<file path="src/rtl/rcxy_pkg.sv">
`timescale 1ns / 1ps
// ----------------------------------------------------------------------------
// rcxy_pkg
// Shared widths, matrix coefficients, the sRGB linearization ROM and the
// control struct for the sRGB to CIE xy chromaticity core.
// ----------------------------------------------------------------------------
package rcxy_pkg;

    localparam int LINEAR_BITS = 16;
    localparam int LIN_W       = LINEAR_BITS + 1;
    localparam int COEF_W      = 20;
    localparam int PROD_W      = LIN_W + COEF_W;
    localparam int TRI_W       = LIN_W + COEF_W + 1;
    localparam int SUM_W       = LIN_W + COEF_W + 2;
    localparam int Q_W         = 10;
    localparam int NUM_W       = SUM_W + Q_W;

    localparam logic [Q_W-1:0] MILLI_MAX   = Q_W'(1000);
    localparam logic [NUM_W-1:0] MILLI_SCALE = NUM_W'(1000);

    localparam logic [0:2][0:2][COEF_W-1:0] COEF_Q20 = '{
        '{COEF_W'(696790), COEF_W'(161820), COEF_W'(169899)},
        '{COEF_W'(297671), COEF_W'(700903), COEF_W'(50001)},
        '{COEF_W'(92),     COEF_W'(75823),  COEF_W'(1033937)}
    };

    typedef logic [255:0][LIN_W-1:0] t_lin_rom;

    typedef struct packed {
        logic valid;
        logic black;
    } t_ctrl;

    localparam logic [63:0] Q30_ONE = 64'd1 << 30;

    function automatic t_lin_rom build_lin_rom();
        t_lin_rom    rom;
        logic [63:0] t;
        logic [63:0] t2;
        logic [63:0] r;
        logic [63:0] cand;
        logic [63:0] p;
        logic [63:0] lin30;
        rom = '0;
        for (int c = 0; c < 256; c++) begin
            if (c <= 10) begin
                lin30 = ((64'(c) << 30) * 64'd10) / 64'd32946;
            end else begin
                t  = ((64'(c) * 64'd1000 + 64'd14025) << 30) / 64'd269025;
                t2 = (t * t) >> 30;
                r  = '0;
                for (int b = 30; b >= 0; b--) begin
                    cand = r | (64'd1 << b);
                    if (cand <= Q30_ONE) begin
                        p = cand;
                        for (int j = 0; j < 4; j++) begin
                            p = (p * cand) >> 30;
                        end
                        if (p <= t2) begin
                            r = cand;
                        end
                    end
                end
                lin30 = (t2 * r) >> 30;
            end
            rom[c] = LIN_W'(lin30 >> (30 - LINEAR_BITS));
        end
        return rom;
    endfunction

    localparam t_lin_rom LIN_ROM = build_lin_rom();

endpackage

</file>
<file path="src/rtl/rcxy_milli_div.sv">
`timescale 1ns / 1ps
// ----------------------------------------------------------------------------
// rcxy_milli_div
// Pipelined restoring divider: one quotient bit per stage for two numerators
// over a shared denominator, control bits travel alongside.
// ----------------------------------------------------------------------------
module rcxy_milli_div (
    input  logic                       i_clk,
    input  logic                       i_rst_n,
    input  rcxy_pkg::t_ctrl            i_ctrl,
    input  logic [rcxy_pkg::SUM_W-1:0] i_den,
    input  logic [rcxy_pkg::NUM_W-1:0] i_num_x,
    input  logic [rcxy_pkg::NUM_W-1:0] i_num_y,
    output rcxy_pkg::t_ctrl            o_ctrl,
    output logic [rcxy_pkg::Q_W-1:0]   o_q_x,
    output logic [rcxy_pkg::Q_W-1:0]   o_q_y
);

    localparam int QW = rcxy_pkg::Q_W;

    rcxy_pkg::t_ctrl            s_ctrl  [0:QW-1];
    logic [rcxy_pkg::SUM_W-1:0] s_den   [0:QW-1];
    logic [rcxy_pkg::NUM_W-1:0] s_rem_x [0:QW-1];
    logic [rcxy_pkg::NUM_W-1:0] s_rem_y [0:QW-1];
    logic [QW-1:0]              s_q_x   [0:QW-1];
    logic [QW-1:0]              s_q_y   [0:QW-1];

    logic [rcxy_pkg::NUM_W-1:0] n_rem_x [0:QW-1];
    logic [rcxy_pkg::NUM_W-1:0] n_rem_y [0:QW-1];
    logic [QW-1:0]              n_q_x   [0:QW-1];
    logic [QW-1:0]              n_q_y   [0:QW-1];

    rcxy_pkg::t_ctrl            r_ctrl  [0:QW-1];
    logic [rcxy_pkg::SUM_W-1:0] r_den   [0:QW-1];
    logic [rcxy_pkg::NUM_W-1:0] r_rem_x [0:QW-1];
    logic [rcxy_pkg::NUM_W-1:0] r_rem_y [0:QW-1];
    logic [QW-1:0]              r_q_x   [0:QW-1];
    logic [QW-1:0]              r_q_y   [0:QW-1];

    for (genvar i = 0; i < QW; i++) begin : g_stage
        localparam int SH = QW - 1 - i;
        logic [rcxy_pkg::NUM_W-1:0] d_sh;

        if (i == 0) begin : g_first
            assign s_ctrl[i]  = i_ctrl;
            assign s_den[i]   = i_den;
            assign s_rem_x[i] = i_num_x;
            assign s_rem_y[i] = i_num_y;
            assign s_q_x[i]   = '0;
            assign s_q_y[i]   = '0;
        end else begin : g_next
            assign s_ctrl[i]  = r_ctrl[i-1];
            assign s_den[i]   = r_den[i-1];
            assign s_rem_x[i] = r_rem_x[i-1];
            assign s_rem_y[i] = r_rem_y[i-1];
            assign s_q_x[i]   = r_q_x[i-1];
            assign s_q_y[i]   = r_q_y[i-1];
        end

        assign d_sh = rcxy_pkg::NUM_W'(s_den[i]) << SH;

        always_comb begin
            n_rem_x[i] = s_rem_x[i];
            n_q_x[i]   = s_q_x[i];
            if (s_rem_x[i] >= d_sh) begin
                n_rem_x[i] = s_rem_x[i] - d_sh;
                n_q_x[i]   = s_q_x[i] | (QW'(1) << SH);
            end
            n_rem_y[i] = s_rem_y[i];
            n_q_y[i]   = s_q_y[i];
            if (s_rem_y[i] >= d_sh) begin
                n_rem_y[i] = s_rem_y[i] - d_sh;
                n_q_y[i]   = s_q_y[i] | (QW'(1) << SH);
            end
        end

        always_ff @(posedge i_clk) begin
            if (!i_rst_n) begin
                r_ctrl[i] <= '0;
            end else begin
                r_ctrl[i] <= s_ctrl[i];
            end
        end

        always_ff @(posedge i_clk) begin
            r_den[i]   <= s_den[i];
            r_rem_x[i] <= n_rem_x[i];
            r_rem_y[i] <= n_rem_y[i];
            r_q_x[i]   <= n_q_x[i];
            r_q_y[i]   <= n_q_y[i];
        end
    end

    assign o_ctrl = r_ctrl[QW-1];
    assign o_q_x  = r_q_x[QW-1];
    assign o_q_y  = r_q_y[QW-1];

endmodule

</file>
<file path="config.mk">
export PLATFORM = sky130hd
export DESIGN_NAME = rcxy_milli_div
export DESIGN_NICKNAME = d
export VERILOG_FILES = /design/src/rtl/rcxy_pkg.sv /design/src/rtl/rcxy_milli_div.sv
export SDC_FILE = /design/constraint.sdc
export NUM_CORES = 2
export LEC_CHECK = 0
export BUFFER_PORTS_ARGS = -buffer_cell sky130_fd_sc_hd__buf_4
export CORE_UTILIZATION = 45
export CTS_CLUSTER_SIZE = 10
export DETAILED_ROUTE_END_ITERATION = 12
export GPL_ROUTABILITY_DRIVEN = 0
export GPL_TIMING_DRIVEN = 0
export PLACE_DENSITY = 0.57
export SETUP_SLACK_MARGIN = 0.1
export SLEW_MARGIN = 20
export SYNTH_ARGS = -nofsm -noshare
export SYNTH_HDL_FRONTEND = slang
export SYNTH_SLANG_ARGS = --single-unit
</file>
<file path="constraint.sdc">
create_clock -name i_clk -period 4.26 [get_ports i_clk]
set_input_delay 0.852 -clock i_clk [delete_from_list [all_inputs] [get_ports i_clk]]
set_output_delay 0.852 -clock i_clk [all_outputs]
set_load 0.02 [all_outputs]
</file>
# [Yosys cells after proc, flatten, opt, wreduce, memory -nomap -nowiden]
# Memory sizes are Yosys's and may differ from the RTL's.
# Cells that the tools add are included.
# W data, S select, Z words.
[word_totals] latchBits=0 inputBits=141 reg_bits=0 output_inout_bits=22 wordCells=108 romBits=0 ram_bits=1590 memories=6
[op_classes] reduce_logical=0 mux=52 mul=0 div=0 eq_ne=0 n_addsub=20 shifts=0 bitwise=10 n_lt_le_gt_ge=20
[mem_list] name="r_rem_x" depth=10 width=49 rd=9 rd_clocked_by_memory_dff=0 wr=10 line_no="rcxy_milli_div.sv:35" rtl="logic [rcxy_pkg::NUM_W-1:0] r_rem_x [0:QW-1];"
[mem_list] name="r_rem_y" depth=10 width=49 rd=9 rd_clocked_by_memory_dff=0 wr=10 line_no="rcxy_milli_div.sv:36" rtl="logic [rcxy_pkg::NUM_W-1:0] r_rem_y [0:QW-1];"
[mem_list] name="r_den" depth=10 width=39 rd=9 rd_clocked_by_memory_dff=0 wr=10 line_no="rcxy_milli_div.sv:34" rtl="logic [rcxy_pkg::SUM_W-1:0] r_den [0:QW-1];"
[mem_list] name="r_q_x" depth=10 width=10 rd=10 rd_clocked_by_memory_dff=0 wr=10 line_no="rcxy_milli_div.sv:37" rtl="logic [QW-1:0] r_q_x [0:QW-1];"
[mem_list] name="r_q_y" depth=10 width=10 rd=10 rd_clocked_by_memory_dff=0 wr=10 line_no="rcxy_milli_div.sv:38" rtl="logic [QW-1:0] r_q_y [0:QW-1];"
[mem_list] name="r_ctrl" depth=10 width=2 rd=10 rd_clocked_by_memory_dff=0 wr=10 line_no="rcxy_milli_div.sv:33" rtl="rcxy_pkg::t_ctrl r_ctrl [0:QW-1];"
[op_table] op="$mux W49" count=20
[op_table] op="$ge A49 B39 Y1" count=2
[op_table] op="$ge A49 B40 Y1" count=2
[op_table] op="$ge A49 B41 Y1" count=2
[op_table] op="$ge A49 B42 Y1" count=2
[op_table] op="$ge A49 B43 Y1" count=2
[op_table] op="$ge A49 B44 Y1" count=2
[op_table] op="$ge A49 B45 Y1" count=2
[op_table] op="$ge A49 B46 Y1" count=2
[op_table] op="$ge A49 B47 Y1" count=2
[op_table] op="$ge A49 B48 Y1" count=2
[op_table] op="$sub A49 B39 Y49" count=2
[op_table] op="$sub A49 B40 Y49" count=2
[op_table] op="$sub A49 B41 Y49" count=2
[op_table] op="$sub A49 B42 Y49" count=2
[op_table] op="$sub A49 B43 Y49" count=2
[op_table] op="$sub A49 B44 Y49" count=2
[op_table] op="$sub A49 B45 Y49" count=2
[op_table] op="$sub A49 B46 Y49" count=2
[op_table] op="$sub A49 B47 Y49" count=2
[op_table] op="$sub A49 B48 Y49" count=2
[op_table] op="$mux W2" count=12
[op_table] op="$mux W10" count=2
[op_table] op="$mux W9" count=2
[op_table] op="8 further kinds" count=26

# [Depth between registers and ports, before layout]
# An unclocked memory read counts as a cell.
[depth] word_depth=3 ltp_mapped=16 mapped_depth_nobuf=14

# [Least setup slack after synthesis]
# Ideal clock, no wire load.
[synth_timing] path_kind="input to register" startpoint="input i_num_y[9] (netlist bit)" endpoint="memory r_rem_y[0][13] (netlist bit)" arrival_time_ns=3.698 n_path_buf=2 setup_ns=0.132 t_required_ns=4.128 path_stages=15 path_slack_ns=0.430 path_cell_list="inv_1 -> ha_1 -> inv_1 -> fa_1 -> a211oi_1 -> o21bai_1 -> o41ai_1 -> a21oi_1 -> a21oi_1 -> o221ai_1 -> a21oi_1 -> o31ai_1 -> clkbuf_1 -> buf_1 -> a21oi_1"
[synth_lines] item="start, declared" line_no="rcxy_milli_div.sv:13" rtl="input logic [rcxy_pkg::NUM_W-1:0] i_num_y,"
[synth_lines] item="end, declared" line_no="rcxy_milli_div.sv:36"

==> impl_results.md <==
* Status: completed
* Initial Utilization at 45.4%
* Total wire length at 265000 um
* Yosys warns at 0
* Combinational power share at between 50% and 60%
* Initial antenna violation count at 5
* Switch Pwr at 32.1 mW
* Routed Antenna Nets at 0
* EDFF count, synth at 0
* Pins Over Slew Limit at 0
* Congestion Overflow GR at 0
* Worst endpoint required time at 4.92 ns
* First-pass GRT wire length at approximately 400000 um
* Crit path cell chain: inv_1 -> ha_1 -> clkbuf_1 -> nand4_1 -> or4_1 -> nor4_4 -> nand4_1 -> nor4b_1 -> o221a_2 -> buf_2 -> buf_6 -> clkbuf_8 -> nand2_1 -> o21ai_0
* Vias in the first global route at 69400
* Startpoint type of the worst setup path: flip-flop
* Hold-critical path depth at 1
* Initial DRC count at 5014
* Via count at 68700
* Pin count of the biggest net entering global routing at 17
* Post-Syn Instances at between 9000 and 10000
* Design area at 89000 um^2
* FMAX at 0.238 GHz
* Clock Path Buffers at 3
* GRT Overall Usage at between 20% and 30%
* Die Y at 421 um
* Die footprint at around 180000 um^2
* Rel. slew slack at between 20% and 30%
* Seq pwr share at 28.2%
* Final net count at 10700
* DR pass1 iterations at 6
* Top_reg_cell synth: dfxtp_1
* Period minus WS final at ~4.2 ns
* Cts hold-fix bufs at 0
* DR WL/cell at 21.8 um
* Fin util at 51.2%
* Pwr dens at around 820 nW/um^2
* Clock buffer count from CTS at approximately 170
* RSZ-0062 raised after global routing: false
* Layout fillers at approximately 16000
* Clock tree from TritonCTS: built
* Worst EP arrival at between 4 and 5 ns
* CP Class: flip-flop to flip-flop
* Max Fanout on Critical Path at 10
* Placement Setup Slack at -1.34 ns
* I/O pin total at 163
* Crit path buf inv count at 5
* LEAKAGE at a little under 40 nW
* Element type at the critical path end: flip-flop
* Ratio of cells with drive above 1 in the final layout at 8.34%
* Setup TNS after final layout at 0 ns
* DRC Markers at 0
* Final non-filler cell total at 12100
* Synth cell types at 92
* Multi-input logic area at 48800 um^2
* Pint at 40.9 mW
* R2R depth at 14
* Post-synthesis sequential area ratio at 34.6%
* Max Cap Violations at 0
* Slowest Stage Delay on Critical Path at just under 0.6 ns
* Die Wd at 421 um
* Final Hold Viols at 0
* Worst reg2reg endpoint: r_rem_x[1][40]
* Clock sinks at 1363
* Clk pin slew, worst setup/hold paths at 0.05 ns
* Post-DR vias/cell at 5.65
* R2r startpoint: r_den[0][27]
* HP Start: i_den[29]
* Clk network pwr share at 17.4%
* Total power draw at 73.0 mW
* Final Skew at 0.0322 ns
* # rows at 153
* Hold path endpoint: r_den[0][29]
* Final setup violation count at 0
* CORE AREA at 174000 um^2
* Inst Count DP at 11900
* Layout area overhead at 12.8%
* Most frequent CP cell: nand4_1
* DP Area at 83200 um^2
* Port bufs at 161
* Clock Root Buffer: clkbuf_16
* Worst Max-Slew Pin Slew at 1.18 ns
* Switching share of power at 44.0%
* Tcrit/Tclk final at 98.6%
* Hold slack at 0.155 ns
* Cell Area, Synth at 78900 um^2
* Mapped Avg Cell Area at 8.40 um^2
* Synthesized net count at 10300
* Final worst slack at 0.0593 ns
* Yosys reg bits at 1363
* Peak supply drop at 0.488 mV
* Slowest cell on crit path: or4_1
* FF/Latch Area at 27300 um^2
* Worst min-delay path class: input port to flip-flop
* Skew-Pair Late Insertion Delay at 0.82 ns
* Detailed Place HPWL at 220000 um
* CTS H-tree depth at 4
* R2R Setup Slk at 0.06 ns
* Asr flop ratio synth at 0%
* Cell family with most CP delay: simple AND/OR/NAND/NOR gates
## area by class of cell
class | instances | share of cell area (%)
diodes | 8 | 0.0225
plain buffers | 349 | 1.72
clock buffers | 202 | 5.11
clock inverters | 33 | 0.323
inverters | 601 | 2.54
multi-input cells | 7077 | 54.8
flip-flops and latches | 1363 | 30.7
well taps | 2325 | 3.27
repair buffers | 183 | 1.59
## per-layer routing
metal / up-vias / wire length, um / GRT usage, %
met5: - / 0 / 0
met4: 0 / 23800 / 24.2
met1: 31500 / 100000 / 30.1
met3: 751 / 9090 / 2.85
met2: 2292 / 132000 / 53.8
li1: 34100 / - / -
## cell families (layout without fill, tap and decap cells)
| logic type | Yosys count | count (layout) | synth area share [%] |
|---|---|---|---|
| other | 0 | 8 | 0 |
| buffers and inverters | 957 | 1368 | 4.60 |
| adder cells (fa/ha/maj) | 798 | 798 | 12.8 |
| XOR/XNOR | 697 | 697 | 7.74 |
| AND/OR/NAND/NOR | 2486 | 2486 | 14.9 |
| flip-flops | 1363 | 1363 | 34.6 |
| AO/OA/AOI/OAI | 2930 | 2930 | 23.0 |
| multiplexers | 166 | 166 | 2.34 |
## registers in the layout, summed over array words and instances (netlist names)
register / count
r_q_y: 55
r_q_x: 55
r_ctrl: 20
r_rem_x: 441
r_den: 351
r_rem_y: 441
## repair_timing
action,in CTS,in global routing
setup buffers,12,8
pin swaps,14,16
setup endpoints to repair,709,458
resized for setup,160,110
## Yosys cell counts (15+ instances only)
cell	instances	area [um^2]
nor3_1	114	571
o22ai_1	16	100
nand3_1	169	846
o21ai_0	741	3710
a21oi_1	930	4650
a21o_1	421	3160
buf_1	15	56.3
buf_2	21	105
a21boi_0	26	195
a311oi_1	17	149
nand2b_1	88	551
clkbuf_1	316	1190
o41ai_1	17	149
fa_1	18	360
xor2_1	317	2780
mux2_2	151	1700
or2_2	23	144
o31a_1	32	280
nor4b_1	15	131
a31oi_1	89	557
a2111oi_0	27	236
nor2_1	610	2290
nor4_1	73	457
a211oi_1	62	465
nor2b_1	94	588
dfxtp_1	1363	27300
o21a_1	104	781
or3_1	34	213
ha_1	780	9760
o21bai_1	114	856
nand4_1	174	1090
or4_1	22	165
mux2i_1	15	150
a41oi_1	23	201
and2_1	56	350
xnor2_1	379	3320
nand2_1	861	3230
inv_1	599	2250
a221oi_1	22	193
o211ai_1	64	480
a211o_1	25	219
o31ai_1	62	465
a31o_2	18	158
and3_1	82	513
## cells in the final DEF (no fill, tap or decap), types with 109 or more instances in the layout
cell type,count
buf_4,191
nand3_1,164
a21oi_1,915
o21ai_0,729
xor2_1,317
clkbuf_1,271
mux2_2,151
nor2_1,606
xnor2_1,379
nand2_1,861
ha_1,780
inv_1,599
o21bai_1,112
clkbuf_16,173
nor3_1,109
dfxtp_1,1362
nand4_1,174
a21o_1,421
## worst max-delay path by stage
stage / end / from / slack [ns] / cells past startpoint
after floorplan: r_rem_y[0][13] / i_num_y[9] / 0.43 / 15
after detailed placement: r_rem_y[2][45] / r_den[1][2] / -1.34 / 14
after global routing: r_rem_y[6][44] / r_den[5][1] / 0.10 / 12
final: r_rem_x[1][40] / r_den[0][27] / 0.06 / 14
after global placement: r_rem_y[0][29] / i_num_y[0] / -2.54 / 11
after CTS: r_rem_y[2][45] / r_den[1][17] / 0.06 / 14
## power by group through the flow
stage,Sequential [mW],Combinational (mW),Clock (mW)
final,20.6,39.7,12.7
after global routing,20.9,43.5,13.6
after CTS,20.4,38.6,13.0
after detailed placement,20.7,38.0,0
after global placement,20.6,37.6,0
after floorplan,19.2,28.6,0
(Power assumes the default switching activity.)
